==> src/hw/rtl/illm_pkg.sv <==
// Shared types and constants of the indexed linked list manager.
package illm_pkg;

    localparam int NUM_SLOTS_DEF = 64;
    localparam int OP_W          = 3;
    localparam int SLOT_W        = 6;
    localparam int POS_W         = 6;
    localparam int VALUE_W       = 32;
    localparam int STATUS_W      = 2;
    localparam int IN_DATA_W     = 48;
    localparam int OUT_DATA_W    = 48;

    typedef enum logic [OP_W-1:0] {
        OP_INSERT   = 3'd0,
        OP_PUSH     = 3'd1,
        OP_REMOVE   = 3'd2,
        OP_FIND     = 3'd3,
        OP_READ     = 3'd4,
        OP_READ_POS = 3'd5
    } op_t;

    typedef enum logic [STATUS_W-1:0] {
        STATUS_OK        = 2'd0,
        STATUS_FULL      = 2'd1,
        STATUS_BAD       = 2'd2,
        STATUS_NOT_FOUND = 2'd3
    } status_t;

    typedef enum logic [2:0] {
        RES_ZERO,
        RES_FULL,
        RES_BAD,
        RES_NOT_FOUND,
        RES_SLOT,
        RES_VALUE,
        RES_FOUND
    } res_t;

    typedef enum logic [3:0] {
        ST_IDLE,
        ST_DECODE,
        ST_INS_A,
        ST_INS_B,
        ST_RM_A,
        ST_RD_A,
        ST_FIND,
        ST_POS,
        ST_DONE
    } state_t;

    typedef struct packed {
        logic in_ready;
        logic load;
        logic walk_init;
        logic walk_step;
        logic ins_a;
        logic ins_b;
        logic rm_a;
        logic res_set;
        res_t res;
        logic out_load;
    } cmd_t;

    typedef struct packed {
        op_t  op;
        logic slot_ok;
        logic after_ok;
        logic full;
        logic cur_zero;
        logic match;
        logic cnt_zero;
        logic out_busy;
    } stat_t;

endpackage

==> src/hw/rtl/illm_ctrl.sv <==
// Controller state machine that sequences each list operation.
module illm_ctrl (
    input  logic                clk,
    input  logic                rst_n,
    input  logic                in_valid,
    input  illm_pkg::stat_t     stat,
    output illm_pkg::cmd_t      cmd
);

    illm_pkg::state_t state_reg;
    illm_pkg::state_t state_next;

    always_ff @(posedge clk or negedge rst_n)
    begin
        if (!rst_n)
        begin
            state_reg <= illm_pkg::ST_IDLE;
        end
        else
        begin
            state_reg <= state_next;
        end
    end

    always_comb
    begin
        state_next = state_reg;
        unique case (state_reg)
            illm_pkg::ST_IDLE:
            begin
                if (in_valid)
                begin
                    state_next = illm_pkg::ST_DECODE;
                end
            end
            illm_pkg::ST_DECODE:
            begin
                unique case (stat.op)
                    illm_pkg::OP_INSERT:
                    begin
                        if (stat.after_ok && !stat.full)
                        begin
                            state_next = illm_pkg::ST_INS_A;
                        end
                        else
                        begin
                            state_next = illm_pkg::ST_DONE;
                        end
                    end
                    illm_pkg::OP_PUSH:
                    begin
                        state_next = stat.full ? illm_pkg::ST_DONE : illm_pkg::ST_INS_A;
                    end
                    illm_pkg::OP_REMOVE:
                    begin
                        state_next = stat.slot_ok ? illm_pkg::ST_RM_A : illm_pkg::ST_DONE;
                    end
                    illm_pkg::OP_READ:
                    begin
                        state_next = stat.slot_ok ? illm_pkg::ST_RD_A : illm_pkg::ST_DONE;
                    end
                    illm_pkg::OP_FIND:     state_next = illm_pkg::ST_FIND;
                    illm_pkg::OP_READ_POS: state_next = illm_pkg::ST_POS;
                    default:               state_next = illm_pkg::ST_DONE;
                endcase
            end
            illm_pkg::ST_INS_A: state_next = illm_pkg::ST_INS_B;
            illm_pkg::ST_INS_B: state_next = illm_pkg::ST_DONE;
            illm_pkg::ST_RM_A:  state_next = illm_pkg::ST_DONE;
            illm_pkg::ST_RD_A:  state_next = illm_pkg::ST_DONE;
            illm_pkg::ST_FIND:
            begin
                if (stat.cur_zero || stat.match)
                begin
                    state_next = illm_pkg::ST_DONE;
                end
            end
            illm_pkg::ST_POS:
            begin
                if (stat.cnt_zero)
                begin
                    state_next = illm_pkg::ST_DONE;
                end
            end
            illm_pkg::ST_DONE:
            begin
                if (!stat.out_busy)
                begin
                    state_next = illm_pkg::ST_IDLE;
                end
            end
            default: state_next = illm_pkg::ST_IDLE;
        endcase
    end

    always_comb
    begin
        cmd = '0;
        cmd.res = illm_pkg::RES_ZERO;
        unique case (state_reg)
            illm_pkg::ST_IDLE:
            begin
                cmd.in_ready = 1'b1;
                cmd.load     = in_valid;
            end
            illm_pkg::ST_DECODE:
            begin
                unique case (stat.op)
                    illm_pkg::OP_INSERT:
                    begin
                        if (!stat.after_ok)
                        begin
                            cmd.res_set = 1'b1;
                            cmd.res     = illm_pkg::RES_BAD;
                        end
                        else if (stat.full)
                        begin
                            cmd.res_set = 1'b1;
                            cmd.res     = illm_pkg::RES_FULL;
                        end
                    end
                    illm_pkg::OP_PUSH:
                    begin
                        cmd.res_set = stat.full;
                        cmd.res     = illm_pkg::RES_FULL;
                    end
                    illm_pkg::OP_REMOVE, illm_pkg::OP_READ:
                    begin
                        cmd.res_set = !stat.slot_ok;
                        cmd.res     = illm_pkg::RES_BAD;
                    end
                    illm_pkg::OP_FIND, illm_pkg::OP_READ_POS:
                    begin
                        cmd.walk_init = 1'b1;
                    end
                    default:
                    begin
                        cmd.res_set = 1'b1;
                        cmd.res     = illm_pkg::RES_ZERO;
                    end
                endcase
            end
            illm_pkg::ST_INS_A:
            begin
                cmd.ins_a = 1'b1;
            end
            illm_pkg::ST_INS_B:
            begin
                cmd.ins_b   = 1'b1;
                cmd.res_set = 1'b1;
                cmd.res     = illm_pkg::RES_SLOT;
            end
            illm_pkg::ST_RM_A:
            begin
                cmd.rm_a    = 1'b1;
                cmd.res_set = 1'b1;
                cmd.res     = illm_pkg::RES_VALUE;
            end
            illm_pkg::ST_RD_A:
            begin
                cmd.res_set = 1'b1;
                cmd.res     = illm_pkg::RES_VALUE;
            end
            illm_pkg::ST_FIND:
            begin
                if (stat.cur_zero)
                begin
                    cmd.res_set = 1'b1;
                    cmd.res     = illm_pkg::RES_NOT_FOUND;
                end
                else if (stat.match)
                begin
                    cmd.res_set = 1'b1;
                    cmd.res     = illm_pkg::RES_FOUND;
                end
                else
                begin
                    cmd.walk_step = 1'b1;
                end
            end
            illm_pkg::ST_POS:
            begin
                if (stat.cnt_zero)
                begin
                    cmd.res_set = 1'b1;
                    cmd.res     = stat.cur_zero ? illm_pkg::RES_NOT_FOUND
                                                : illm_pkg::RES_VALUE;
                end
                else
                begin
                    cmd.walk_step = 1'b1;
                end
            end
            illm_pkg::ST_DONE:
            begin
                cmd.out_load = !stat.out_busy;
            end
            default:
            begin
                cmd.in_ready = 1'b0;
            end
        endcase
    end

endmodule

==> src/hw/rtl/illm_datapath.sv <==
// Datapath: slot store, free-slot FIFO, link walker and result registers.
module illm_datapath #(
    parameter int NUM_SLOTS = illm_pkg::NUM_SLOTS_DEF
) (
    input  logic                               clk,
    input  logic                               rst_n,
    input  illm_pkg::cmd_t                     cmd,
    output illm_pkg::stat_t                    stat,
    input  logic [illm_pkg::OP_W-1:0]          in_opcode,
    input  logic [illm_pkg::SLOT_W-1:0]        in_slot,
    input  logic [illm_pkg::POS_W-1:0]         in_position,
    input  logic signed [illm_pkg::VALUE_W-1:0] in_value,
    input  logic                               out_ready,
    output logic                               out_valid,
    output logic signed [illm_pkg::VALUE_W-1:0] out_value,
    output logic [illm_pkg::SLOT_W-1:0]        out_slot,
    output logic [illm_pkg::POS_W-1:0]         out_position,
    output logic [illm_pkg::STATUS_W-1:0]      out_status
);

    localparam int IDX_W = $clog2(NUM_SLOTS);
    localparam int EXT_W = IDX_W + illm_pkg::SLOT_W;
    localparam logic [IDX_W:0] SIZE_W = (IDX_W + 1)'(NUM_SLOTS);

    // Slot store; slot 0 is the sentinel, whose links live in head_reg and tail_reg.
    logic signed [illm_pkg::VALUE_W-1:0] value_mem [NUM_SLOTS];
    logic [IDX_W-1:0] next_mem [NUM_SLOTS];
    logic [IDX_W-1:0] prev_mem [NUM_SLOTS];
    logic [IDX_W-1:0] fifo_mem [NUM_SLOTS];

    logic [NUM_SLOTS-1:0] in_use_reg;
    logic [NUM_SLOTS-1:0] fifo_written_reg;
    logic [IDX_W-1:0] head_reg;
    logic [IDX_W-1:0] tail_reg;
    logic [IDX_W-1:0] fifo_head_reg;
    logic [IDX_W-1:0] free_count_reg;

    illm_pkg::op_t op_reg;
    logic [illm_pkg::SLOT_W-1:0] slot_reg;
    logic [illm_pkg::POS_W-1:0]  pos_cnt_reg;
    logic signed [illm_pkg::VALUE_W-1:0] val_reg;

    logic signed [illm_pkg::VALUE_W-1:0] value_rd_reg;
    logic [IDX_W-1:0] next_rd_reg;
    logic [IDX_W-1:0] prev_rd_reg;
    logic [IDX_W-1:0] fifo_rd_reg;
    logic             fifo_rd_written_reg;

    logic [IDX_W-1:0] cur_reg;
    logic [IDX_W-1:0] ord_reg;
    logic [IDX_W-1:0] new_slot_reg;
    logic [IDX_W-1:0] succ_reg;

    logic signed [illm_pkg::VALUE_W-1:0] res_value_reg;
    logic [illm_pkg::SLOT_W-1:0]   res_slot_reg;
    logic [illm_pkg::POS_W-1:0]    res_pos_reg;
    illm_pkg::status_t             res_status_reg;

    logic                                out_valid_reg;
    logic signed [illm_pkg::VALUE_W-1:0] out_value_reg;
    logic [illm_pkg::SLOT_W-1:0]         out_slot_reg;
    logic [illm_pkg::POS_W-1:0]          out_pos_reg;
    illm_pkg::status_t                   out_status_reg;

    logic [EXT_W-1:0] slot_ext;
    logic [IDX_W-1:0] slot_idx;
    logic             slot_in_range;
    logic [IDX_W-1:0] target_idx;
    logic [IDX_W-1:0] walk_next;
    logic [IDX_W-1:0] rd_addr;
    logic [IDX_W-1:0] alloc_slot;
    logic [IDX_W-1:0] alloc_succ;
    logic [IDX_W:0]   head_inc;
    logic [IDX_W-1:0] head_wrap;
    logic [IDX_W:0]   tail_sum;
    logic [IDX_W-1:0] fifo_tail;

    function automatic logic [illm_pkg::SLOT_W-1:0] to_field(input logic [IDX_W-1:0] x);
        logic [EXT_W-1:0] w;
        w = {{illm_pkg::SLOT_W{1'b0}}, x};
        return w[illm_pkg::SLOT_W-1:0];
    endfunction

    assign slot_ext      = {{IDX_W{1'b0}}, slot_reg};
    assign slot_idx      = slot_ext[IDX_W-1:0];
    assign slot_in_range = slot_ext < EXT_W'(NUM_SLOTS);

    always_comb
    begin
        priority if (op_reg == illm_pkg::OP_PUSH)
        begin
            target_idx = tail_reg;
        end
        else if (op_reg == illm_pkg::OP_FIND)
        begin
            target_idx = head_reg;
        end
        else
        begin
            target_idx = slot_idx;
        end
    end

    assign walk_next = (cur_reg == '0) ? head_reg : next_rd_reg;
    assign rd_addr   = cmd.walk_step ? walk_next : target_idx;

    // A FIFO entry that was never written is read as the slot one past its position.
    assign head_inc   = {1'b0, fifo_head_reg} + (IDX_W + 1)'(1);
    assign head_wrap  = (head_inc == SIZE_W) ? '0 : head_inc[IDX_W-1:0];
    assign alloc_slot = fifo_rd_written_reg ? fifo_rd_reg : head_inc[IDX_W-1:0];
    assign alloc_succ = (target_idx == '0) ? head_reg : next_rd_reg;
    assign tail_sum   = {1'b0, fifo_head_reg} + {1'b0, free_count_reg};
    always_comb
    begin
        if (tail_sum >= SIZE_W)
        begin
            fifo_tail = IDX_W'(tail_sum - SIZE_W);
        end
        else
        begin
            fifo_tail = tail_sum[IDX_W-1:0];
        end
    end

    always_comb
    begin
        stat.op       = op_reg;
        stat.slot_ok  = slot_in_range && in_use_reg[slot_idx] && (slot_reg != '0);
        stat.after_ok = slot_in_range && in_use_reg[slot_idx];
        stat.full     = (free_count_reg == '0);
        stat.cur_zero = (cur_reg == '0);
        stat.match    = (value_rd_reg == val_reg);
        stat.cnt_zero = (pos_cnt_reg == '0);
        stat.out_busy = out_valid_reg && !out_ready;
    end

    // Memory reads, registered every cycle.
    always_ff @(posedge clk)
    begin
        value_rd_reg <= value_mem[rd_addr];
        next_rd_reg  <= next_mem[rd_addr];
        prev_rd_reg  <= prev_mem[rd_addr];
        fifo_rd_reg  <= fifo_mem[fifo_head_reg];
    end

    always_ff @(posedge clk)
    begin
        if (cmd.ins_a)
        begin
            value_mem[alloc_slot] <= val_reg;
        end
    end

    always_ff @(posedge clk)
    begin
        if (cmd.ins_a)
        begin
            next_mem[alloc_slot] <= alloc_succ;
        end
        else if (cmd.ins_b && target_idx != '0)
        begin
            next_mem[target_idx] <= new_slot_reg;
        end
        else if (cmd.rm_a && prev_rd_reg != '0)
        begin
            next_mem[prev_rd_reg] <= next_rd_reg;
        end
    end

    always_ff @(posedge clk)
    begin
        if (cmd.ins_a)
        begin
            prev_mem[alloc_slot] <= target_idx;
        end
        else if (cmd.ins_b && succ_reg != '0)
        begin
            prev_mem[succ_reg] <= new_slot_reg;
        end
        else if (cmd.rm_a && next_rd_reg != '0)
        begin
            prev_mem[next_rd_reg] <= prev_rd_reg;
        end
    end

    always_ff @(posedge clk)
    begin
        if (cmd.rm_a)
        begin
            fifo_mem[fifo_tail] <= slot_idx;
        end
    end

    always_ff @(posedge clk)
    begin
        if (cmd.load)
        begin
            op_reg   <= illm_pkg::op_t'(in_opcode);
            slot_reg <= in_slot;
            val_reg  <= in_value;
        end
        if (cmd.load)
        begin
            pos_cnt_reg <= in_position;
        end
        else if (cmd.walk_step)
        begin
            pos_cnt_reg <= pos_cnt_reg - illm_pkg::POS_W'(1);
        end
        if (cmd.walk_init)
        begin
            cur_reg <= (op_reg == illm_pkg::OP_FIND) ? head_reg : '0;
            ord_reg <= IDX_W'(1);
        end
        else if (cmd.walk_step)
        begin
            cur_reg <= walk_next;
            ord_reg <= ord_reg + IDX_W'(1);
        end
        if (cmd.ins_a)
        begin
            new_slot_reg <= alloc_slot;
            succ_reg     <= alloc_succ;
        end
    end

    always_ff @(posedge clk or negedge rst_n)
    begin
        if (!rst_n)
        begin
            in_use_reg          <= NUM_SLOTS'(1);
            fifo_written_reg    <= '0;
            fifo_rd_written_reg <= 1'b0;
            head_reg            <= '0;
            tail_reg            <= '0;
            fifo_head_reg       <= '0;
            free_count_reg      <= IDX_W'(NUM_SLOTS - 1);
        end
        else
        begin
            fifo_rd_written_reg <= fifo_written_reg[fifo_head_reg];
            if (cmd.ins_a)
            begin
                in_use_reg[alloc_slot] <= 1'b1;
                fifo_head_reg          <= head_wrap;
                free_count_reg         <= free_count_reg - IDX_W'(1);
            end
            if (cmd.ins_b)
            begin
                if (target_idx == '0)
                begin
                    head_reg <= new_slot_reg;
                end
                if (succ_reg == '0)
                begin
                    tail_reg <= new_slot_reg;
                end
            end
            if (cmd.rm_a)
            begin
                if (prev_rd_reg == '0)
                begin
                    head_reg <= next_rd_reg;
                end
                if (next_rd_reg == '0)
                begin
                    tail_reg <= prev_rd_reg;
                end
                in_use_reg[slot_idx]        <= 1'b0;
                fifo_written_reg[fifo_tail] <= 1'b1;
                free_count_reg              <= free_count_reg + IDX_W'(1);
            end
        end
    end

    always_ff @(posedge clk)
    begin
        if (cmd.res_set)
        begin
            res_value_reg  <= '0;
            res_slot_reg   <= '0;
            res_pos_reg    <= '0;
            res_status_reg <= illm_pkg::STATUS_OK;
            unique case (cmd.res)
                illm_pkg::RES_ZERO:      res_status_reg <= illm_pkg::STATUS_OK;
                illm_pkg::RES_FULL:      res_status_reg <= illm_pkg::STATUS_FULL;
                illm_pkg::RES_BAD:       res_status_reg <= illm_pkg::STATUS_BAD;
                illm_pkg::RES_NOT_FOUND: res_status_reg <= illm_pkg::STATUS_NOT_FOUND;
                illm_pkg::RES_SLOT:      res_slot_reg   <= to_field(new_slot_reg);
                illm_pkg::RES_VALUE:     res_value_reg  <= value_rd_reg;
                illm_pkg::RES_FOUND:
                begin
                    res_slot_reg <= to_field(cur_reg);
                    res_pos_reg  <= to_field(ord_reg);
                end
                default:                 res_status_reg <= illm_pkg::STATUS_OK;
            endcase
        end
        if (cmd.out_load)
        begin
            out_value_reg  <= res_value_reg;
            out_slot_reg   <= res_slot_reg;
            out_pos_reg    <= res_pos_reg;
            out_status_reg <= res_status_reg;
        end
    end

    always_ff @(posedge clk or negedge rst_n)
    begin
        if (!rst_n)
        begin
            out_valid_reg <= 1'b0;
        end
        else if (cmd.out_load)
        begin
            out_valid_reg <= 1'b1;
        end
        else if (out_ready)
        begin
            out_valid_reg <= 1'b0;
        end
    end

    assign out_valid    = out_valid_reg;
    assign out_value    = out_value_reg;
    assign out_slot     = out_slot_reg;
    assign out_position = out_pos_reg;
    assign out_status   = out_status_reg;

endmodule

==> src/hw/rtl/indexed_linked_list_manager.sv <==
// Top level of the indexed linked list manager.
// A circular doubly linked list lives in a store of NUM_SLOTS slots, slot 0 being the
// sentinel, with free slots handed out from a FIFO. Each input item is one operation and
// gives exactly one result item; one item is worked on at a time. After decode, insert and
// push pass through ST_INS_A and ST_INS_B, read slot and remove through ST_RD_A or ST_RM_A,
// and a rejected or unused operation goes straight to ST_DONE; find walks the list until a
// match or the end of the list, and read position walks it for the given position, each link
// followed being one registered read of the slot store. The result sits in an output
// register, so the block takes the next item in the same cycle its result is offered; a
// result that is not taken holds the following one back.
module indexed_linked_list_manager #(
    parameter int NUM_SLOTS = illm_pkg::NUM_SLOTS_DEF
) (
    input  logic                                clk,
    input  logic                                rst_n,
    input  logic                                s_tvalid,
    output logic                                s_tready,
    // Fields from bit 0: slot[5:0], position[11:6], value[43:12], zero fill.
    input  logic [illm_pkg::IN_DATA_W-1:0]      s_tdata,
    // Fields from bit 0: opcode[2:0].
    input  logic [illm_pkg::OP_W-1:0]           s_tuser,
    output logic                                m_tvalid,
    input  logic                                m_tready,
    // Fields from bit 0: out_value[31:0], out_slot[37:32], out_position[43:38], zero fill.
    output logic [illm_pkg::OUT_DATA_W-1:0]     m_tdata,
    // Fields from bit 0: status[1:0].
    output logic [illm_pkg::STATUS_W-1:0]       m_tuser
);

    illm_pkg::cmd_t  cmd;
    illm_pkg::stat_t stat;

    logic signed [illm_pkg::VALUE_W-1:0] out_value;
    logic [illm_pkg::SLOT_W-1:0]         out_slot;
    logic [illm_pkg::POS_W-1:0]          out_position;

    illm_ctrl u_ctrl (
        .clk      (clk),
        .rst_n    (rst_n),
        .in_valid (s_tvalid),
        .stat     (stat),
        .cmd      (cmd)
    );

    illm_datapath #(
        .NUM_SLOTS (NUM_SLOTS)
    ) u_datapath (
        .clk          (clk),
        .rst_n        (rst_n),
        .cmd          (cmd),
        .stat         (stat),
        .in_opcode    (s_tuser),
        .in_slot      (s_tdata[5:0]),
        .in_position  (s_tdata[11:6]),
        .in_value     (s_tdata[43:12]),
        .out_ready    (m_tready),
        .out_valid    (m_tvalid),
        .out_value    (out_value),
        .out_slot     (out_slot),
        .out_position (out_position),
        .out_status   (m_tuser)
    );

    assign s_tready = cmd.in_ready;
    assign m_tdata  = {4'b0000, out_position, out_slot, out_value};

endmodule

==> config.mk <==
export PLATFORM = sky130hd
export DESIGN_NAME = indexed_linked_list_manager
export DESIGN_NICKNAME = d
export VERILOG_FILES = /design/src/hw/rtl/illm_pkg.sv /design/src/hw/rtl/illm_ctrl.sv /design/src/hw/rtl/illm_datapath.sv /design/src/hw/rtl/indexed_linked_list_manager.sv
export SDC_FILE = /design/constraint.sdc
export NUM_CORES = 2
export LEC_CHECK = 0
export BUFFER_PORTS_ARGS = -buffer_cell sky130_fd_sc_hd__buf_2
export CAP_MARGIN = 40
export CORE_ASPECT_RATIO = 1.1
export CORE_MARGIN = 4
export CORE_UTILIZATION = 50
export DETAILED_ROUTE_END_ITERATION = 10
export PLACE_DENSITY = 0.65
export SLEW_MARGIN = 20
export SYNTH_ARGS = -nofsm -noshare
export SYNTH_HDL_FRONTEND = slang
export SYNTH_SLANG_ARGS = --single-unit
==> constraint.sdc <==
create_clock -name clk -period 7.6 [get_ports clk]
set_input_delay 0 -clock clk [delete_from_list [all_inputs] [get_ports clk]]
set_output_delay 0 -clock clk [all_outputs]
set_load 0.02 [all_outputs]
==> impl_metrics.yaml <==
drt:
  drc_errors: 0
  routed_wl_um: 392000
  viasPerCell: 6.36
  vias: 82800
  postRouteAntennaNets: 0
  drt_iter0_drc: 10700
  routedWlPerCell_um: 30.1
  dr.pass1.iters: 7
place:
  routabilityCongestion: 0.888
  port_buffers: 98
  dp_hpwl_um: 230000
sta:
  whs_ns: 0.224
  report.final.slew_viol_count: 0
  rsz0062_at_grt: "no"
  maxSlewHeadroom_pct: 33.7
  worst_slew_pin_slew_ns: 0.992
  finalSetupTns_ns: 0
  post-route-period-util_pct: 81.7
  fmax_ghz: 0.161
  setup_violations: 0
  finalClockSkew_ns: 0.0523
  fin_crit_ns: 6.21
  hold_violations: 0
finish:
  post-route-util_pct: 57.4
  drive_above_1_share_pct: 14.4
  final_net_count: 9094
  largest_register_ffs: 2048
  regMostFlops: "u_datapath.value_mem"
  area_growth_pct: 14.3
outcome:
  status: "finished clean"
grt:
  grt_pass1_vias: 81200
  grt_usage_pct: 26.5
  grt_pass1_wl_um: 564000
  grt_overflow: 0
  antenna_found_initial: 11
  grt_max_degree: 129
setup_path:
  worstPathCellList: "xor2_1 > nor4_1 > nand4_1 > o21ai_2 > nand2_1 > mux2i_1 > nor2b_4 > buf_12 > o221ai_1 > o22ai_1 > or3_1"
  crit_fanout: 29
  critPathCaptureType: "register"
  worstPathArrival_ns: 7.04
  startpoint_type: "register"
  crit_buf_inv: 1
  slowest_delay_ns: 0.72
  rr_worst_depth: 11
  critical_path_required_ns: 8.43
  r2r-start: "u_datapath.val_reg[21]"
  cp_top_family: "simple AND/OR/NAND/NOR gates"
  cp_slowest_cell: "o22ai_1"
  critical_path_class: "register to register"
  r2r-end: "u_datapath.value_rd_reg[15]"
  reg2reg_slack_ns: 1.39
synth:
  async_flop_share_pct: 4.42
  synth-seq-cells: 3571
  synth_edf_count: 3357
  yosys.area.top_type: "edfxtp_1"
  netlist-cell-type-count: 81
  syn_avg_cell_area_sq_um: 16.1
  synthTopCellsByCount: "edfxtp_1, a21oi_1, nand2_1"
  ys_warn_count: 0
  synth_top_area_share_pct: 72.1
  yosysSeqAreaShare_pct: 75.7
  ys_top_cells_by_area: "edfxtp_1, mux2i_1, a21oi_1"
  yosysMostFrequentCell: "edfxtp_1"
  synth_area_sq_mm: 0.140
  syn_inst: 8662
  synth-main-ff-cell: "edfxtp_1"
clocking:
  clk_path_buf_depth: 4
  clkSinkCount: 3571
  root_buffer: "clkbuf_16"
  post_cts_resized: 0
  ctsHoldBuffers: 110
  clkLatencyLatePin_ns: 0.90
  cts_tree: "yes"
  post-cts-setup-buffer-count: 0
  cts.clk_slew.worst_paths_ns: 0.06
  htree_levels: 5
  cts_made_buffers: 359
power_and_ir_drop:
  seqPwrFrac_pct: 41.8
  cellLeakagePower_nw: 54.3
  peakVddDrop_v: 0.000276
  p_int_mw: 39.6
  switching_share_pct: 33.5
  clockPowerShare_pct: 29.4
  power.density_mw_per_mm2: 372
  switchingPower_mw: 19.9
  combPwrFrac_pct: 28.8
floorplanning:
  die-area_sq_mm: 0.288
  start_util_pct: 50.3
  placementRows: 203
  die_w_um: 512
  core_sq_mm: 0.278
  io_pins: 107
  die-height_um: 563
min_path:
  whs_path_depth: 4
  min_path_type: "input port to register"
  hold_start: "s_tvalid"
  min_to: "u_ctrl.state_reg[0]"
flow_run:
  maxCapViolCount: 0
[cells in the final DEF, fill, tap and decap left out, types with 53 or more instances in the layout]
cell type and n:
buf_2 101, buf_12 53, dfxtp_1 56, nor2_4 66, dlygate4sd3_1 109, o21ai_0 58
dfrtp_1 148, mux4_2 151, edfxtp_1 3357, a22oi_1 279, buf_4 235, or2_2 68
clkinv_2 69, clkbuf_16 367, a32oi_1 89, nor2_1 313, o22ai_1 160, clkinv_1 55
a21oi_1 855, o221ai_1 380, nor3_1 96, mux2i_1 737, nand2_1 831, clkbuf_1 78
[kinds of logic after synthesis]
logic type               share of synthesized area, %
buffers and inverters                            1.73
flip-flops                                       75.7
other                                         0.00268
XOR/XNOR                                        0.401
adder cells (fa/ha/maj)                         0.136
AND/OR/NAND/NOR                                  4.88
multiplexers                                     8.06
AO/OA/AOI/OAI                                    9.09
[metal layers]
layer	wire length (um)	GRT usage [%]	share of wire (%)	up-vias
met2	184000	42.1	47	4653
met4	17200	10.8	4.4	4
met5	28	0	0.0071	-
met1	152000	36.6	39	42300
li1	-	-	-	35000
met3	38800	4.80	9.9	816
[stage by stage]
stage	total power, mW	area [sq um]	setup slack, ns	instances
finish	59.6	160000	1.39	13000
global route	61.7	160000	1.40	13000
CTS	59.6	160000	1.57	13000
detailed placement	42.2	147000	1.60	12200
global placement	41.7	146000	1.42	12200
floorplan	35.6	140000	1.92	8665
[worst min-delay path: stages]
cell	delay (ns)
dlygate4sd3_1	0.52
buf_2	0.11
nor2b_1	0.13
o41ai_1	0.29
[power by group through the flow]
stage	registers [mW]	clock network, mW	logic, mW
6_report	24.9	17.5	17.2
5_1_grt	24.9	18.6	18.2
4_1_cts	24.9	17.7	17.0
3_5_place_dp	25.3	0	16.9
3_3_place_gp	25.3	0	16.4
2_1_floorplan	25.4	0	10.2
[final cells by class]
cell class / count / area, sq um
diodes: 3 / 7.51
clock buffers: 464 / 9740
clock inverters: 191 / 1880
fillers: 20900 / 118000
inverters: 15 / 56.3
multi-input cells: 4543 / 32400
flip-flops and latches: 3571 / 106000
well taps: 3690 / 4620
repair buffers: 535 / 5300
[how the worst max path moves through the flow]
stage                      startpoint                     endpoint  slack, ns  depth (start not counted)
3_3_place_gp   u_datapath.val_reg[23]  u_datapath.value_rd_reg[14]       1.42                         12
2_1_floorplan  u_datapath.slot_idx[2]    u_datapath.next_mem[0][0]       1.92                          7
4_1_cts        u_datapath.val_reg[21]  u_datapath.value_rd_reg[16]       1.57                         11
6_report       u_datapath.val_reg[21]  u_datapath.value_rd_reg[15]       1.39                         11
5_1_grt        u_datapath.val_reg[21]  u_datapath.value_rd_reg[15]       1.40                         11
3_5_place_dp   u_datapath.val_reg[21]  u_datapath.value_rd_reg[16]       1.60                         11
Power figures use the tool's default switching activity.
